$ cat config.mk
export PLATFORM = sky130hd
export DESIGN_NAME = temperature_banded_pump_cycler_core
export DESIGN_NICKNAME = d
export VERILOG_FILES = /design/src/sv/tbpc_pkg.sv /design/src/sv/tbpc_cfg_regs.sv /design/src/sv/tbpc_cycler.sv /design/src/sv/temperature_banded_pump_cycler_core.sv
export VERILOG_INCLUDE_DIRS = /design/src /design/src/sv
export SDC_FILE = /design/constraint.sdc
export NUM_CORES = 1
export LEC_CHECK = 0
export BUFFER_PORTS_ARGS = -buffer_cell sky130_fd_sc_hd__buf_4
export CAP_MARGIN = 40
export CORE_MARGIN = 2
export CORE_UTILIZATION = 55
export CTS_CLUSTER_SIZE = 24
export DETAILED_ROUTE_END_ITERATION = 10
export GPL_ROUTABILITY_DRIVEN = 0
export HOLD_SLACK_MARGIN = 0.15
export PLACE_DENSITY = 0.86
export SETUP_SLACK_MARGIN = 0.4
export SYNTH_ARGS = -nofsm -noshare
export SYNTH_HDL_FRONTEND = slang
export SYNTH_HIERARCHICAL = 1
export SYNTH_SLANG_ARGS = --single-unit
$ cat constraint.sdc
create_clock -name clk -period 7.6 [get_ports clk]
set_input_delay 1.14 -clock clk [delete_from_list [all_inputs] [get_ports clk]]
set_output_delay 1.14 -clock clk [all_outputs]
set_load 0.005 [all_outputs]
$ cat src/sv/temperature_banded_pump_cycler_core_defines.svh
// Assertion helpers used by the pump cycler core
`ifndef TEMPERATURE_BANDED_PUMP_CYCLER_CORE_DEFINES_SVH
`define TEMPERATURE_BANDED_PUMP_CYCLER_CORE_DEFINES_SVH

// Consequent checked in the same cycle as the antecedent
`define TBPC_ASSERT_SAME(label, clk, rst_n, ante, cons, msg) \
  label: assert property (@(posedge clk) disable iff (!rst_n) (ante) |-> (cons)) \
    else $error(msg);

// Consequent checked in the cycle after the antecedent
`define TBPC_ASSERT_NEXT(label, clk, rst_n, ante, cons, msg) \
  label: assert property (@(posedge clk) disable iff (!rst_n) (ante) |=> (cons)) \
    else $error(msg);

`endif

$ cat src/sv/tbpc_pkg.sv
`timescale 1ns / 1ps

package tbpc_pkg;

  // Field and counter widths
  localparam int TEMP_W  = 12;
  localparam int TIME_W  = 16;
  localparam int DATA_W  = 32;
  localparam int TOTAL_W = 32;
  localparam int IDX_W   = 3;
  localparam int CNT_W   = 26;
  localparam int LIM_W   = CNT_W + 1;
  localparam int NUM_SETS = 4;

  localparam logic [CNT_W-1:0] CNT_MAX = '1;

  // Reset values of the configuration
  localparam logic signed [TEMP_W-1:0] LOW_THR_RST  = 12'sd320;
  localparam logic signed [TEMP_W-1:0] HIGH_THR_RST = 12'sd400;
  localparam int TIME_RST_S = 900;

  // Band codes as reported on the result channel
  typedef enum logic [2:0] {
    BAND_CONT  = 3'd0,
    BAND_LOW   = 3'd1,
    BAND_MID   = 3'd2,
    BAND_HIGH  = 3'd3,
    BAND_NIGHT = 3'd4
  } band_t;

  // Configuration register indexes
  typedef enum logic [IDX_W-1:0] {
    REG_CONTINUOUS  = 3'd0,
    REG_LOW_THR     = 3'd1,
    REG_HIGH_THR    = 3'd2,
    REG_LOW_TIMES   = 3'd3,
    REG_MID_TIMES   = 3'd4,
    REG_HIGH_TIMES  = 3'd5,
    REG_NIGHT_TIMES = 3'd6
  } cfg_idx_t;

  // Time set slots inside the limit tables
  localparam logic [1:0] SET_LOW   = 2'd0;
  localparam logic [1:0] SET_MID   = 2'd1;
  localparam logic [1:0] SET_HIGH  = 2'd2;
  localparam logic [1:0] SET_NIGHT = 2'd3;

  // Live configuration; times are kept as tick limits
  typedef struct packed {
    logic                              continuous;
    logic signed [TEMP_W-1:0]          low_thr;
    logic signed [TEMP_W-1:0]          high_thr;
    logic [NUM_SETS-1:0][LIM_W-1:0]    lim_on;
    logic [NUM_SETS-1:0][LIM_W-1:0]    lim_off;
  } cfg_t;

  // One result item
  typedef struct packed {
    logic               pump_on;
    band_t              band;
    logic [TOTAL_W-1:0] total;
  } res_t;

  // A limit the saturated counter can never reach is stored as 2^CNT_W
  function automatic logic [LIM_W-1:0] clamp_limit(input logic [2*TIME_W-1:0] product);
    logic [LIM_W-1:0] lim;
    if (product > {{(2*TIME_W-CNT_W){1'b0}}, CNT_MAX}) begin
      lim = {1'b1, {CNT_W{1'b0}}};
    end else begin
      lim = product[LIM_W-1:0];
    end
    return lim;
  endfunction

endpackage

$ cat src/sv/tbpc_cfg_regs.sv
`timescale 1ns / 1ps

module tbpc_cfg_regs #(
  parameter int TICKS_PER_SECOND = 1000
) (
  input  logic                          clk,
  input  logic                          rst_n,
  input  logic                          wr_en,
  input  logic [tbpc_pkg::IDX_W-1:0]    wr_idx,
  input  logic [tbpc_pkg::DATA_W-1:0]   wr_data,
  output tbpc_pkg::cfg_t                cfg
);

  localparam int TW = tbpc_pkg::TIME_W;
  localparam logic [2*TW-1:0] TPS_L = (2*TW)'(TICKS_PER_SECOND);
  localparam logic [tbpc_pkg::LIM_W-1:0] LIM_RST =
    tbpc_pkg::clamp_limit((2*TW)'(tbpc_pkg::TIME_RST_S * TICKS_PER_SECOND));

  tbpc_pkg::cfg_t cfg_r;
  tbpc_pkg::cfg_t cfg_nxt;
  logic [2*TW-1:0] prod_on;
  logic [2*TW-1:0] prod_off;
  logic [tbpc_pkg::LIM_W-1:0] lim_on_new;
  logic [tbpc_pkg::LIM_W-1:0] lim_off_new;

  // seconds to ticks, done once at write time
  assign prod_on     = (2*TW)'(wr_data[TW-1:0]) * TPS_L;
  assign prod_off    = (2*TW)'(wr_data[2*TW-1:TW]) * TPS_L;
  assign lim_on_new  = tbpc_pkg::clamp_limit(prod_on);
  assign lim_off_new = tbpc_pkg::clamp_limit(prod_off);

  // register write decode
  always_comb begin
    cfg_nxt = cfg_r;
    if (wr_en) begin
      unique case (tbpc_pkg::cfg_idx_t'(wr_idx))
        tbpc_pkg::REG_CONTINUOUS: cfg_nxt.continuous = wr_data[0];
        tbpc_pkg::REG_LOW_THR:    cfg_nxt.low_thr    = wr_data[tbpc_pkg::TEMP_W-1:0];
        tbpc_pkg::REG_HIGH_THR:   cfg_nxt.high_thr   = wr_data[tbpc_pkg::TEMP_W-1:0];
        tbpc_pkg::REG_LOW_TIMES: begin
          cfg_nxt.lim_on[tbpc_pkg::SET_LOW]  = lim_on_new;
          cfg_nxt.lim_off[tbpc_pkg::SET_LOW] = lim_off_new;
        end
        tbpc_pkg::REG_MID_TIMES: begin
          cfg_nxt.lim_on[tbpc_pkg::SET_MID]  = lim_on_new;
          cfg_nxt.lim_off[tbpc_pkg::SET_MID] = lim_off_new;
        end
        tbpc_pkg::REG_HIGH_TIMES: begin
          cfg_nxt.lim_on[tbpc_pkg::SET_HIGH]  = lim_on_new;
          cfg_nxt.lim_off[tbpc_pkg::SET_HIGH] = lim_off_new;
        end
        tbpc_pkg::REG_NIGHT_TIMES: begin
          cfg_nxt.lim_on[tbpc_pkg::SET_NIGHT]  = lim_on_new;
          cfg_nxt.lim_off[tbpc_pkg::SET_NIGHT] = lim_off_new;
        end
        default: begin
          // unknown index: write dropped
        end
      endcase
    end
  end

  always_ff @(posedge clk) begin
    if (!rst_n) begin
      cfg_r.continuous <= 1'b0;
      cfg_r.low_thr    <= tbpc_pkg::LOW_THR_RST;
      cfg_r.high_thr   <= tbpc_pkg::HIGH_THR_RST;
      cfg_r.lim_on     <= {tbpc_pkg::NUM_SETS{LIM_RST}};
      cfg_r.lim_off    <= {tbpc_pkg::NUM_SETS{LIM_RST}};
    end else begin
      cfg_r <= cfg_nxt;
    end
  end

  assign cfg = cfg_r;

endmodule

$ cat src/sv/tbpc_cycler.sv
`timescale 1ns / 1ps

module tbpc_cycler #(
  parameter int TICKS_PER_SECOND = 1000
) (
  input  logic                                clk,
  input  logic                                rst_n,
  input  logic                                step,
  input  logic                                sample_valid,
  input  logic signed [tbpc_pkg::TEMP_W-1:0]  sample_temperature,
  input  logic                                night_active,
  input  tbpc_pkg::cfg_t                      cfg,
  output tbpc_pkg::res_t                      res_nxt
);

  localparam int CW    = tbpc_pkg::CNT_W;
  localparam int TOT_W = tbpc_pkg::TOTAL_W;
  localparam int SUB_W = (TICKS_PER_SECOND > 1) ? $clog2(TICKS_PER_SECOND) : 1;
  localparam logic [SUB_W-1:0] SUB_LAST = SUB_W'(TICKS_PER_SECOND - 1);

  // state
  logic                               relay_r, relay_nxt;
  logic signed [tbpc_pkg::TEMP_W-1:0] temp_r, temp_nxt;
  logic [CW-1:0]                      phase_r, phase_nxt;
  logic [CW-1:0]                      run_ms_r, run_ms_nxt;
  logic [SUB_W-1:0]                   run_sub_r, run_sub_nxt;
  logic [CW-1:0]                      run_sec_r, run_sec_nxt;
  logic [TOT_W-1:0]                   total_r, total_nxt;

  tbpc_pkg::band_t                    band;
  logic [1:0]                         set_sel;
  logic [CW-1:0]                      phase_inc;
  logic [CW-1:0]                      run_ms_inc;
  logic [SUB_W-1:0]                   run_sub_inc;
  logic [CW-1:0]                      run_sec_inc;
  logic [tbpc_pkg::LIM_W-1:0]         limit;
  logic                               reached;
  logic                               change;
  logic [TOT_W:0]                     sum;
  logic [TOT_W-1:0]                   total_sat;

  // sample update comes first
  assign temp_nxt = sample_valid ? sample_temperature : temp_r;

  // band choice
  always_comb begin
    priority if (cfg.continuous) begin
      band = tbpc_pkg::BAND_CONT;
    end else if (night_active) begin
      band = tbpc_pkg::BAND_NIGHT;
    end else if (temp_nxt < cfg.low_thr) begin
      band = tbpc_pkg::BAND_LOW;
    end else if (temp_nxt < cfg.high_thr) begin
      band = tbpc_pkg::BAND_MID;
    end else begin
      band = tbpc_pkg::BAND_HIGH;
    end
  end

  always_comb begin
    unique case (band)
      tbpc_pkg::BAND_LOW:   set_sel = tbpc_pkg::SET_LOW;
      tbpc_pkg::BAND_MID:   set_sel = tbpc_pkg::SET_MID;
      tbpc_pkg::BAND_HIGH:  set_sel = tbpc_pkg::SET_HIGH;
      tbpc_pkg::BAND_NIGHT: set_sel = tbpc_pkg::SET_NIGHT;
      default:              set_sel = tbpc_pkg::SET_LOW;
    endcase
  end

  // saturating phase count
  assign phase_inc = (phase_r == tbpc_pkg::CNT_MAX) ? phase_r : phase_r + 1'b1;

  // run time kept as ticks plus seconds/sub-second split, so no divide needed
  always_comb begin
    run_ms_inc  = run_ms_r;
    run_sub_inc = run_sub_r;
    run_sec_inc = run_sec_r;
    if (relay_r && (run_ms_r != tbpc_pkg::CNT_MAX)) begin
      run_ms_inc = run_ms_r + 1'b1;
      if (run_sub_r == SUB_LAST) begin
        run_sub_inc = '0;
        run_sec_inc = run_sec_r + 1'b1;
      end else begin
        run_sub_inc = run_sub_r + 1'b1;
      end
    end
  end

  // on/off decision
  assign limit   = relay_r ? cfg.lim_on[set_sel] : cfg.lim_off[set_sel];
  assign reached = {1'b0, phase_inc} >= limit;

  always_comb begin
    priority if (cfg.continuous) begin
      relay_nxt = 1'b1;
    end else if (reached) begin
      relay_nxt = !relay_r;
    end else begin
      relay_nxt = relay_r;
    end
  end

  assign change = relay_nxt != relay_r;

  // saturating total, added in parallel with the decision
  assign sum       = {1'b0, total_r} + (TOT_W+1)'(run_sec_inc);
  assign total_sat = sum[TOT_W] ? '1 : sum[TOT_W-1:0];

  always_comb begin
    phase_nxt   = (change && !cfg.continuous) ? '0 : phase_inc;
    run_ms_nxt  = run_ms_inc;
    run_sub_nxt = run_sub_inc;
    run_sec_nxt = run_sec_inc;
    total_nxt   = total_r;
    if (change && relay_nxt) begin
      run_ms_nxt  = '0;
      run_sub_nxt = '0;
      run_sec_nxt = '0;
    end
    if (change && !relay_nxt) begin
      total_nxt = total_sat;
    end
  end

  always_ff @(posedge clk) begin
    if (!rst_n) begin
      relay_r   <= 1'b0;
      temp_r    <= '0;
      phase_r   <= '0;
      run_ms_r  <= '0;
      run_sub_r <= '0;
      run_sec_r <= '0;
      total_r   <= '0;
    end else if (step) begin
      relay_r   <= relay_nxt;
      temp_r    <= temp_nxt;
      phase_r   <= phase_nxt;
      run_ms_r  <= run_ms_nxt;
      run_sub_r <= run_sub_nxt;
      run_sec_r <= run_sec_nxt;
      total_r   <= total_nxt;
    end
  end

  assign res_nxt.pump_on = relay_nxt;
  assign res_nxt.band    = band;
  assign res_nxt.total   = total_nxt;

endmodule

$ cat src/sv/temperature_banded_pump_cycler_core.sv
// Temperature-banded pump cycler.
// Input channel (in_*): one transfer per timer tick, carrying an optional
// temperature sample (1/16 degree) and the night flag. Each accepted tick
// advances the cycle timers and yields exactly one result.
// Result channel (out_*): relay drive, band code and the saturating total of
// whole run seconds. The result of a tick is valid in the cycle after its
// transfer; a new tick is taken every cycle unless out_stall holds a
// waiting result, so throughput is one per cycle, set by the single
// registered pass from the state registers to the result register.
// When out_stall holds a waiting result, in_stall is raised in the same cycle
// and the result register holds its payload until it is taken.
// Configuration (cfg_*): cfg_ready is always high; cfg_index selects the
// register, on/off seconds are converted to tick limits as they are written.
// Reset (rst_n low, synchronous) restores the default configuration, turns
// the pump off, clears all timers and the total and empties the result
// register. No clearing pass is needed; ticks are accepted straight away.
`timescale 1ns / 1ps
`include "temperature_banded_pump_cycler_core_defines.svh"

module temperature_banded_pump_cycler_core #(
  parameter int TICKS_PER_SECOND = 1000
) (
  input  logic                                clk,
  input  logic                                rst_n,
  // input ticks
  input  logic                                in_valid,
  output logic                                in_stall,
  input  logic                                in_sample_valid,
  input  logic signed [tbpc_pkg::TEMP_W-1:0]  in_sample_temperature,
  input  logic                                in_night_active,
  // results
  output logic                                out_valid,
  input  logic                                out_stall,
  output logic                                out_pump_on,
  output logic [2:0]                          out_cycle_band,
  output logic [tbpc_pkg::TOTAL_W-1:0]        out_total_run_seconds,
  // configuration writes
  input  logic                                cfg_valid,
  output logic                                cfg_ready,
  input  logic [tbpc_pkg::IDX_W-1:0]          cfg_index,
  input  logic [tbpc_pkg::DATA_W-1:0]         cfg_wdata
);

  tbpc_pkg::cfg_t cfg_q;
  tbpc_pkg::res_t res_nxt;
  tbpc_pkg::res_t res_r;
  logic           out_valid_r, out_valid_nxt;
  logic           in_accept;

  assign cfg_ready = 1'b1;

  tbpc_cfg_regs #(
    .TICKS_PER_SECOND(TICKS_PER_SECOND)
  ) u_cfg (
    .clk    (clk),
    .rst_n  (rst_n),
    .wr_en  (cfg_valid && cfg_ready),
    .wr_idx (cfg_index),
    .wr_data(cfg_wdata),
    .cfg    (cfg_q)
  );

  // transfer control: stall only while a result waits to be taken
  assign in_stall  = out_valid_r && out_stall;
  assign in_accept = in_valid && !in_stall;

  tbpc_cycler #(
    .TICKS_PER_SECOND(TICKS_PER_SECOND)
  ) u_cycler (
    .clk               (clk),
    .rst_n             (rst_n),
    .step              (in_accept),
    .sample_valid      (in_sample_valid),
    .sample_temperature(in_sample_temperature),
    .night_active      (in_night_active),
    .cfg               (cfg_q),
    .res_nxt           (res_nxt)
  );

  // result register
  assign out_valid_nxt = in_accept || (out_valid_r && out_stall);

  always_ff @(posedge clk) begin
    if (!rst_n) begin
      out_valid_r <= 1'b0;
    end else begin
      out_valid_r <= out_valid_nxt;
    end
  end

  always_ff @(posedge clk) begin
    if (in_accept) begin
      res_r <= res_nxt;
    end
  end

  assign out_valid             = out_valid_r;
  assign out_pump_on           = res_r.pump_on;
  assign out_cycle_band        = res_r.band;
  assign out_total_run_seconds = res_r.total;

  // checks
  `TBPC_ASSERT_NEXT(a_cont_keeps_on, clk, rst_n, in_accept && cfg_q.continuous, out_pump_on && (out_cycle_band == tbpc_pkg::BAND_CONT), "continuous mode must report pump on in band 0")
  `TBPC_ASSERT_NEXT(a_total_no_drop, clk, rst_n, in_accept && out_valid_r, out_total_run_seconds >= $past(out_total_run_seconds), "run total went down")
  `TBPC_ASSERT_NEXT(a_total_on_stop, clk, rst_n, in_accept && out_valid_r, (out_total_run_seconds == $past(out_total_run_seconds)) || !out_pump_on, "run total changed without pump stop")

endmodule

* After elaboration in Yosys (flattened, before gate mapping)
Cells that the tools add are included.
** Operators by class
- Multiplexer cells :: 27
- Order comparisons :: 6
- $add $sub $neg :: 5
- Multiply operators :: 2
- Reduce and logical (&&, ||, !) cells :: 21
- Equal/unequal tests :: 13
** Operators by type and width (count)
- $mux 26 :: 7
- $mux 27 :: 5
- $bmux 27 s2 :: 2
- $add 26x1->26 const B :: 3
- $mux 32 :: 2
- $gt 26x26->1 const B :: 2
- $mul 16x7->23 const B :: 2
- $add 32x26->33 :: 1
- $mux 10 :: 3
- $ge 26x27->1 :: 1
- $eq 26x26->1 const B :: 1
- $ne 26x26->1 const B :: 1
- $lt 12x12->1 :: 2
- $reduce_and 2->1 :: 8
- $eq 3x2->1 const B :: 4
- $eq 3x3->1 const B :: 4
- $mux 12 :: 1
- $add 10x1->10 const B :: 1
- $eq 10x10->1 const B :: 1
- $mux 3 :: 3
- $logic_and 1x1->1 :: 6
- $pmux 2 s3 :: 1
- $logic_not 1->1 :: 4
- $eq 3x1->1 const B :: 1
- 6 further kinds :: 8
** Word-level totals
- Output and inout bits :: 39
- Flip-flop bits (word level) :: 411

* Depth between registers and ports, before layout
- Depth in word-level cells :: 18
- Mapped depth :: 30

* Hierarchy
Netlist, hierarchy kept.
** By module, submodules not included
- tbpc_cfg_regs :: times used 1, area each 13232.7 µm², cells each 1477
- tbpc_cycler :: times used 1, area each 11010.6 µm², cells each 1317
- temperature_banded_pump_cycler_core :: times used 1, area each 1134.8 µm², cells each 42

* Worst setup path before layout
OpenSTA, ideal clock, no wires.
- Path kind :: input to register
- From :: input port in_sample_valid
- To :: register u_cycler.run_ms_r[18]
- Cell stages on the path :: 27
- Required time :: 7529 ps
- Data arrival time :: 7422 ps
- Path slack :: 108 ps
- Buffers on the path :: 6
- Cell sequence :: buf_4 > clkbuf_1 > mux2_2 > ha_1 > nand4_1 > o221a_1 > buf_6 > nand3_1 > o21a_1 > a21oi_1 > nor2_1 > clkbuf_1 > mux4_2 > mux2i_1 > ha_1 > nand4_1 > o31a_1 > a2111oi_2 > o21ai_1 > a211oi_1 > nor2_1 > or4_1 > buf_2 > and2_4 > buf_6 > or4_1 > a21oi_1
** On the way
- Longest elaborated chain between the ends :: 18
** Ends and longest elaborated chain
- from (decl) :: line temperature_banded_pump_cycler_core.sv:28 : input logic in_sample_valid,
- $mux 12 * :: line tbpc_cycler.sv:43 : assign temp_nxt = sample_valid ? sample_temperature : temp_r;
- named net u_cycler.temp_nxt, one bit :: line tbpc_cycler.sv:23 : logic signed [tbpc_pkg::TEMP_W-1:0] temp_r, temp_nxt;
- $lt 12x12->1 :: line tbpc_cycler.sv:53 : end else if (temp_nxt < cfg.high_thr) begin
- $mux 1 :: line tbpc_cycler.sv:53
- $mux 3 * :: line tbpc_cycler.sv:51 : end else if (temp_nxt < cfg.low_thr) begin
- $mux 3 * :: line tbpc_cycler.sv:49 : end else if (night_active) begin
- $mux 3 * :: line tbpc_cycler.sv:47 : priority if (cfg.continuous) begin
- $eq 3x3->1 or $eq 3x2->1 (tied branches) :: line tbpc_cycler.sv:61 : unique case (band)
- (+3 left out)
- $mux 27 * :: line tbpc_cycler.sv:90 : assign limit = relay_r ? cfg.lim_on[set_sel] : cfg.lim_off[set_sel];
- $ge 26x27->1 * :: line tbpc_cycler.sv:91 : assign reached = {1'b0, phase_inc} >= limit;
- $mux 1 * :: line tbpc_cycler.sv:96 : end else if (reached) begin
- $mux 1 * :: line tbpc_cycler.sv:94 : priority if (cfg.continuous) begin
- $ne 1x1->1 :: line tbpc_cycler.sv:103 : assign change = relay_nxt != relay_r;
- $logic_and 1x1->1 * :: line tbpc_cycler.sv:115 : if (change && relay_nxt) begin
- $reduce_bool 2->1 (no source line)
- $reduce_and 2->1 (no source line)
- to (signal assigned) :: line tbpc_cycler.sv:138 : run_ms_r <= run_ms_nxt;
- to (decl) :: line tbpc_cycler.sv:25 : logic [CW-1:0] run_ms_r, run_ms_nxt;
The timed path passes the listed nets; every way through them passes the cells marked *. The select of a mux whose other input is x is not followed.
A chain may end at the register's enable or synchronous reset.

* Worst setup path after layout
- From :: input port in_sample_valid
- To :: register u_cycler.run_ms_r[21]
Same word-level chain as after synthesis.

==> reports/qor.txt <==
Core area: 0.0455 mm^2
Clock Latency Late Sink: 0.55 ns
Max-Cap Viols: 0
Root buf cell: clkbuf_16
Clock slew at reported path FFs: 0.06 ns
Max H-tree Level: 2
Hold/Removal Path Class: reg -> reg
CTS tree: yes
CP Launch Type: primary input
Distinct cells, synth: 86
Seq/Total Area, Yosys: 31.3%
Crit path arrival time: 7.40 ns
Post-CTS Setup Repair Bufs: 0
Area leader, netlist: dfxtp_1
CTS Sinks: 379
Final max-slew violation count: 0
Period utilization: 92.0%
Final ANT Viol Nets: 0
Final setup vio count: 0
Total CTS buffers: 39
Drt wl/cell: 17.9 um
Lkg Pwr: 11.6 nW
Predominant post-synthesis flop cell: dfxtp_1
Worst clock skew: 0.0324 ns
Status: complete, no violations
CTS Buffer Depth: 3
Via count: 21300
GRT Util Overall: 26.0%
First-pass DRT Iterations: 6
Vias in the first global route: 21000
Flop2flop setup slack: 1.20 ns
Placed cell areas: 0.0264 mm^2
Die Span Y: 219 um
Post-synthesis cell count: 2836
Crit-path max FO: 38
Most frequent cells in the layout: nand2_1, dfxtp_1, inv_1
Gr ovfl total: 0
Design area: 0.0277 mm^2
WHS Endpoint: u_cfg/cfg[155]$_SDFFE_PN0P_
Depth of the worst hold-timing path: 2
Die ar.: 0.0479 mm^2
Crit path from: in_sample_valid
HPWL Detailed: 44.3 mm
# hold bufs at CTS: 0
Largest net degree at the start of global routing: 102
First-pass GRT wire length: 103 mm
Synth top area cells: dfxtp_1, ha_1, fa_1
PostCTS Resize Cnt: 0
Crit Path Category: in -> reg
Netlist Area Pre-Place: 0.0254 mm^2
Top cell type's share of synthesized area: 27.1%
Final wirelength: 62.3 mm
IO buf count: 91
Initial antenna violation count: 0
Initial cell density of the core: 55.8%
# DRC: 0
Asr flop ratio synth: 0%
FF-to-FF Start: u_cycler/temp_r[4]$_SDFFE_PN0P_
RSZ-0062 raised after global routing: no
Synthesis-to-finish area growth: 9.00%
Crit. End Element: flip-flop
Row Count: 78
Worst Path Required: 8.01 ns
R2R depth: 24
Worst slew pin tran: 0.964 ns
Vias per std cell: 6.14
F_max: 143 MHz
Syn avg cell area: 8.95 um^2
Normalized max-slew margin: 35.7%
Layout cells sized above 1: 10.2%
Worst R2R End: u_cycler/run_ms_r[21]$_SDFFE_PN0P_
Final hold vios: 0
Post-synth EDFFs: 36
Commonest non-fill, non-tap cell in the layout: nand2_1
Die X: 219 um
Register bit total from synthesis: 379
Tmin final: 6.99 ns
Hold path start: u_cfg/cfg[155]$_SDFFE_PN0P_
Worst vdd ir: 0.235 mV
Pwr dens: 273 mW/mm^2
Final TNS setup: 0 ns
Final Net Count: 3192
First DRT Iteration DRCs: 2249
Warnings, synthesis: 6
IO Pins: 93
[cell families (layout without fill, tap and decap cells)]
group | count (synthesis) | count (layout) | synth area share (%)
and+or+nand+nor | 898 | 898 | 16.1
muxes | 108 | 108 | 6.93
DFF | 379 | 379 | 31.3
xor gates and xnor gates | 122 | 122 | 4.24
other | 2 | 34 | 0.0296
adders and majority gates | 293 | 293 | 17.7
buffers and inverters | 399 | 403 | 6.57
AOI/OAI and AO/OA | 635 | 635 | 17.2
[cell usage after synthesis (10+ instances only)]
cell type	n
o21ai_1	13
o21bai_1	11
nand3_1	140
mux4_2	52
and2_1	15
fa_1	109
nor2b_1	10
nand4_1	29
o31ai_1	22
buf_1	11
a2111oi_0	11
o21ai_0	92
a311oi_1	11
buf_4	35
nor3_1	49
ha_1	184
o21a_1	14
clkbuf_1	122
buf_2	10
or3_1	12
a21o_1	32
a21oi_1	115
a211oi_1	30
mux2i_1	36
o211ai_1	101
nor2_1	179
a21boi_0	59
inv_1	217
dfxtp_1	343
a31oi_1	40
and3_1	33
a22o_1	14
mux2_2	19
xnor2_1	76
xor2_1	45
nand2_1	370
edfxtp_1	36
[worst max path at each step]
stage | endpoint | slack, ns | depth (start not counted)
finish | u_cycler/run_ms_r[21]$_SDFFE_PN0P_ | 0.61 | 25
detailed placement | u_cycler/run_sec_r[0]$_SDFFE_PN0P_ | 0.25 | 24
global route | u_cycler/total_r[29]$_SDFFE_PN0P_ | 0.42 | 24
global placement | u_cycler/run_sec_r[0]$_SDFFE_PN0P_ | 0.43 | 24
CTS | u_cycler/run_ms_r[21]$_SDFFE_PN0P_ | 0.64 | 24
floorplan | u_cycler/run_ms_r[18]$_SDFFE_PN0P_ | 0.42 | 27
[report_power, final]
part | switching (mW) | internal [mW]
registers | 0.0476 | 2.11
clock network | 0.788 | 1.13
logic | 2.24 | 1.24
total | 3.08 | 4.48
[cell type report]
cell class              instances  area [um^2]
multi-input cells            2089        15900
well taps                     600          751
clock buffers                  56         1090
inverters                     218          818
clock inverters                11          160
fillers                      3671        17800
flip-flops and latches        379         7950
diodes                          1         2.50
repair buffers                118          951
[flip-flops by register name, summed over array words and instances (netlist names), 3 cells and up]
signal / cells
u_cycler/run_sec_r: 26
u_cycler/run_sub_r: 10
u_cycler/total_r: 32
u_cycler/phase_r: 26
u_cycler/temp_r: 12
out_cycle_band: 3
u_cfg/cfg: 209
u_cycler/run_ms_r: 26
out_total_run_seconds: 32
[metal layers]
layer / track usage (%) / part of all wire, % / vias up
li1: - / - / 9992
met1: 33.4 / 41 / 10300
met2: 45.0 / 49 / 904
met3: 3.28 / 7.1 / 170
met4: 9.32 / 3.2 / 0
met5: 0 / 0 / -
[metrics by stage]
| stage | power, mW | worst slack, ns | utilization (%) | cells | hold slack (ns) |
|---|---|---|---|---|---|
| 6_report | 7.56 | 0.607 | 60.8 | 3472 | 0.464 |
| 5_1_grt | 8.03 | 0.421 | 60.8 | 3471 | 0.485 |
| 4_1_cts | 7.50 | 0.638 | 60.8 | 3470 | 0.462 |
| 3_5_place_dp | 5.58 | 0.255 | 58.0 | 3403 | 0.454 |
| 3_3_place_gp | 5.43 | 0.430 | 57.9 | 3401 | 0.445 |
| 2_1_floorplan | 4.75 | 0.423 | - | 2867 | 0.423 |
[critical path, cell delays in order]
cell and delay, ns:
buf_4 0.20, mux2_2 0.39, ha_1 0.28, o21ai_0 0.25, a211oi_2 0.12, o22ai_2 0.23
nand3_1 0.11, o21a_1 0.13, nor2_1 0.16, nor2_1 0.11, nor2_4 0.13, buf_12 0.28
mux4_2 0.57, mux2i_1 0.21, ha_1 0.21, nand4_1 0.12, o31a_1 0.34, a2111oi_2 0.31
o21ai_1 0.12, a211oi_1 0.23, nor2_1 0.13, or4_1 0.70, a2111oi_0 0.67, xnor2_1 0.20
nor2_1 0.06
Note: power is estimated with default switching activity, not from simulation.
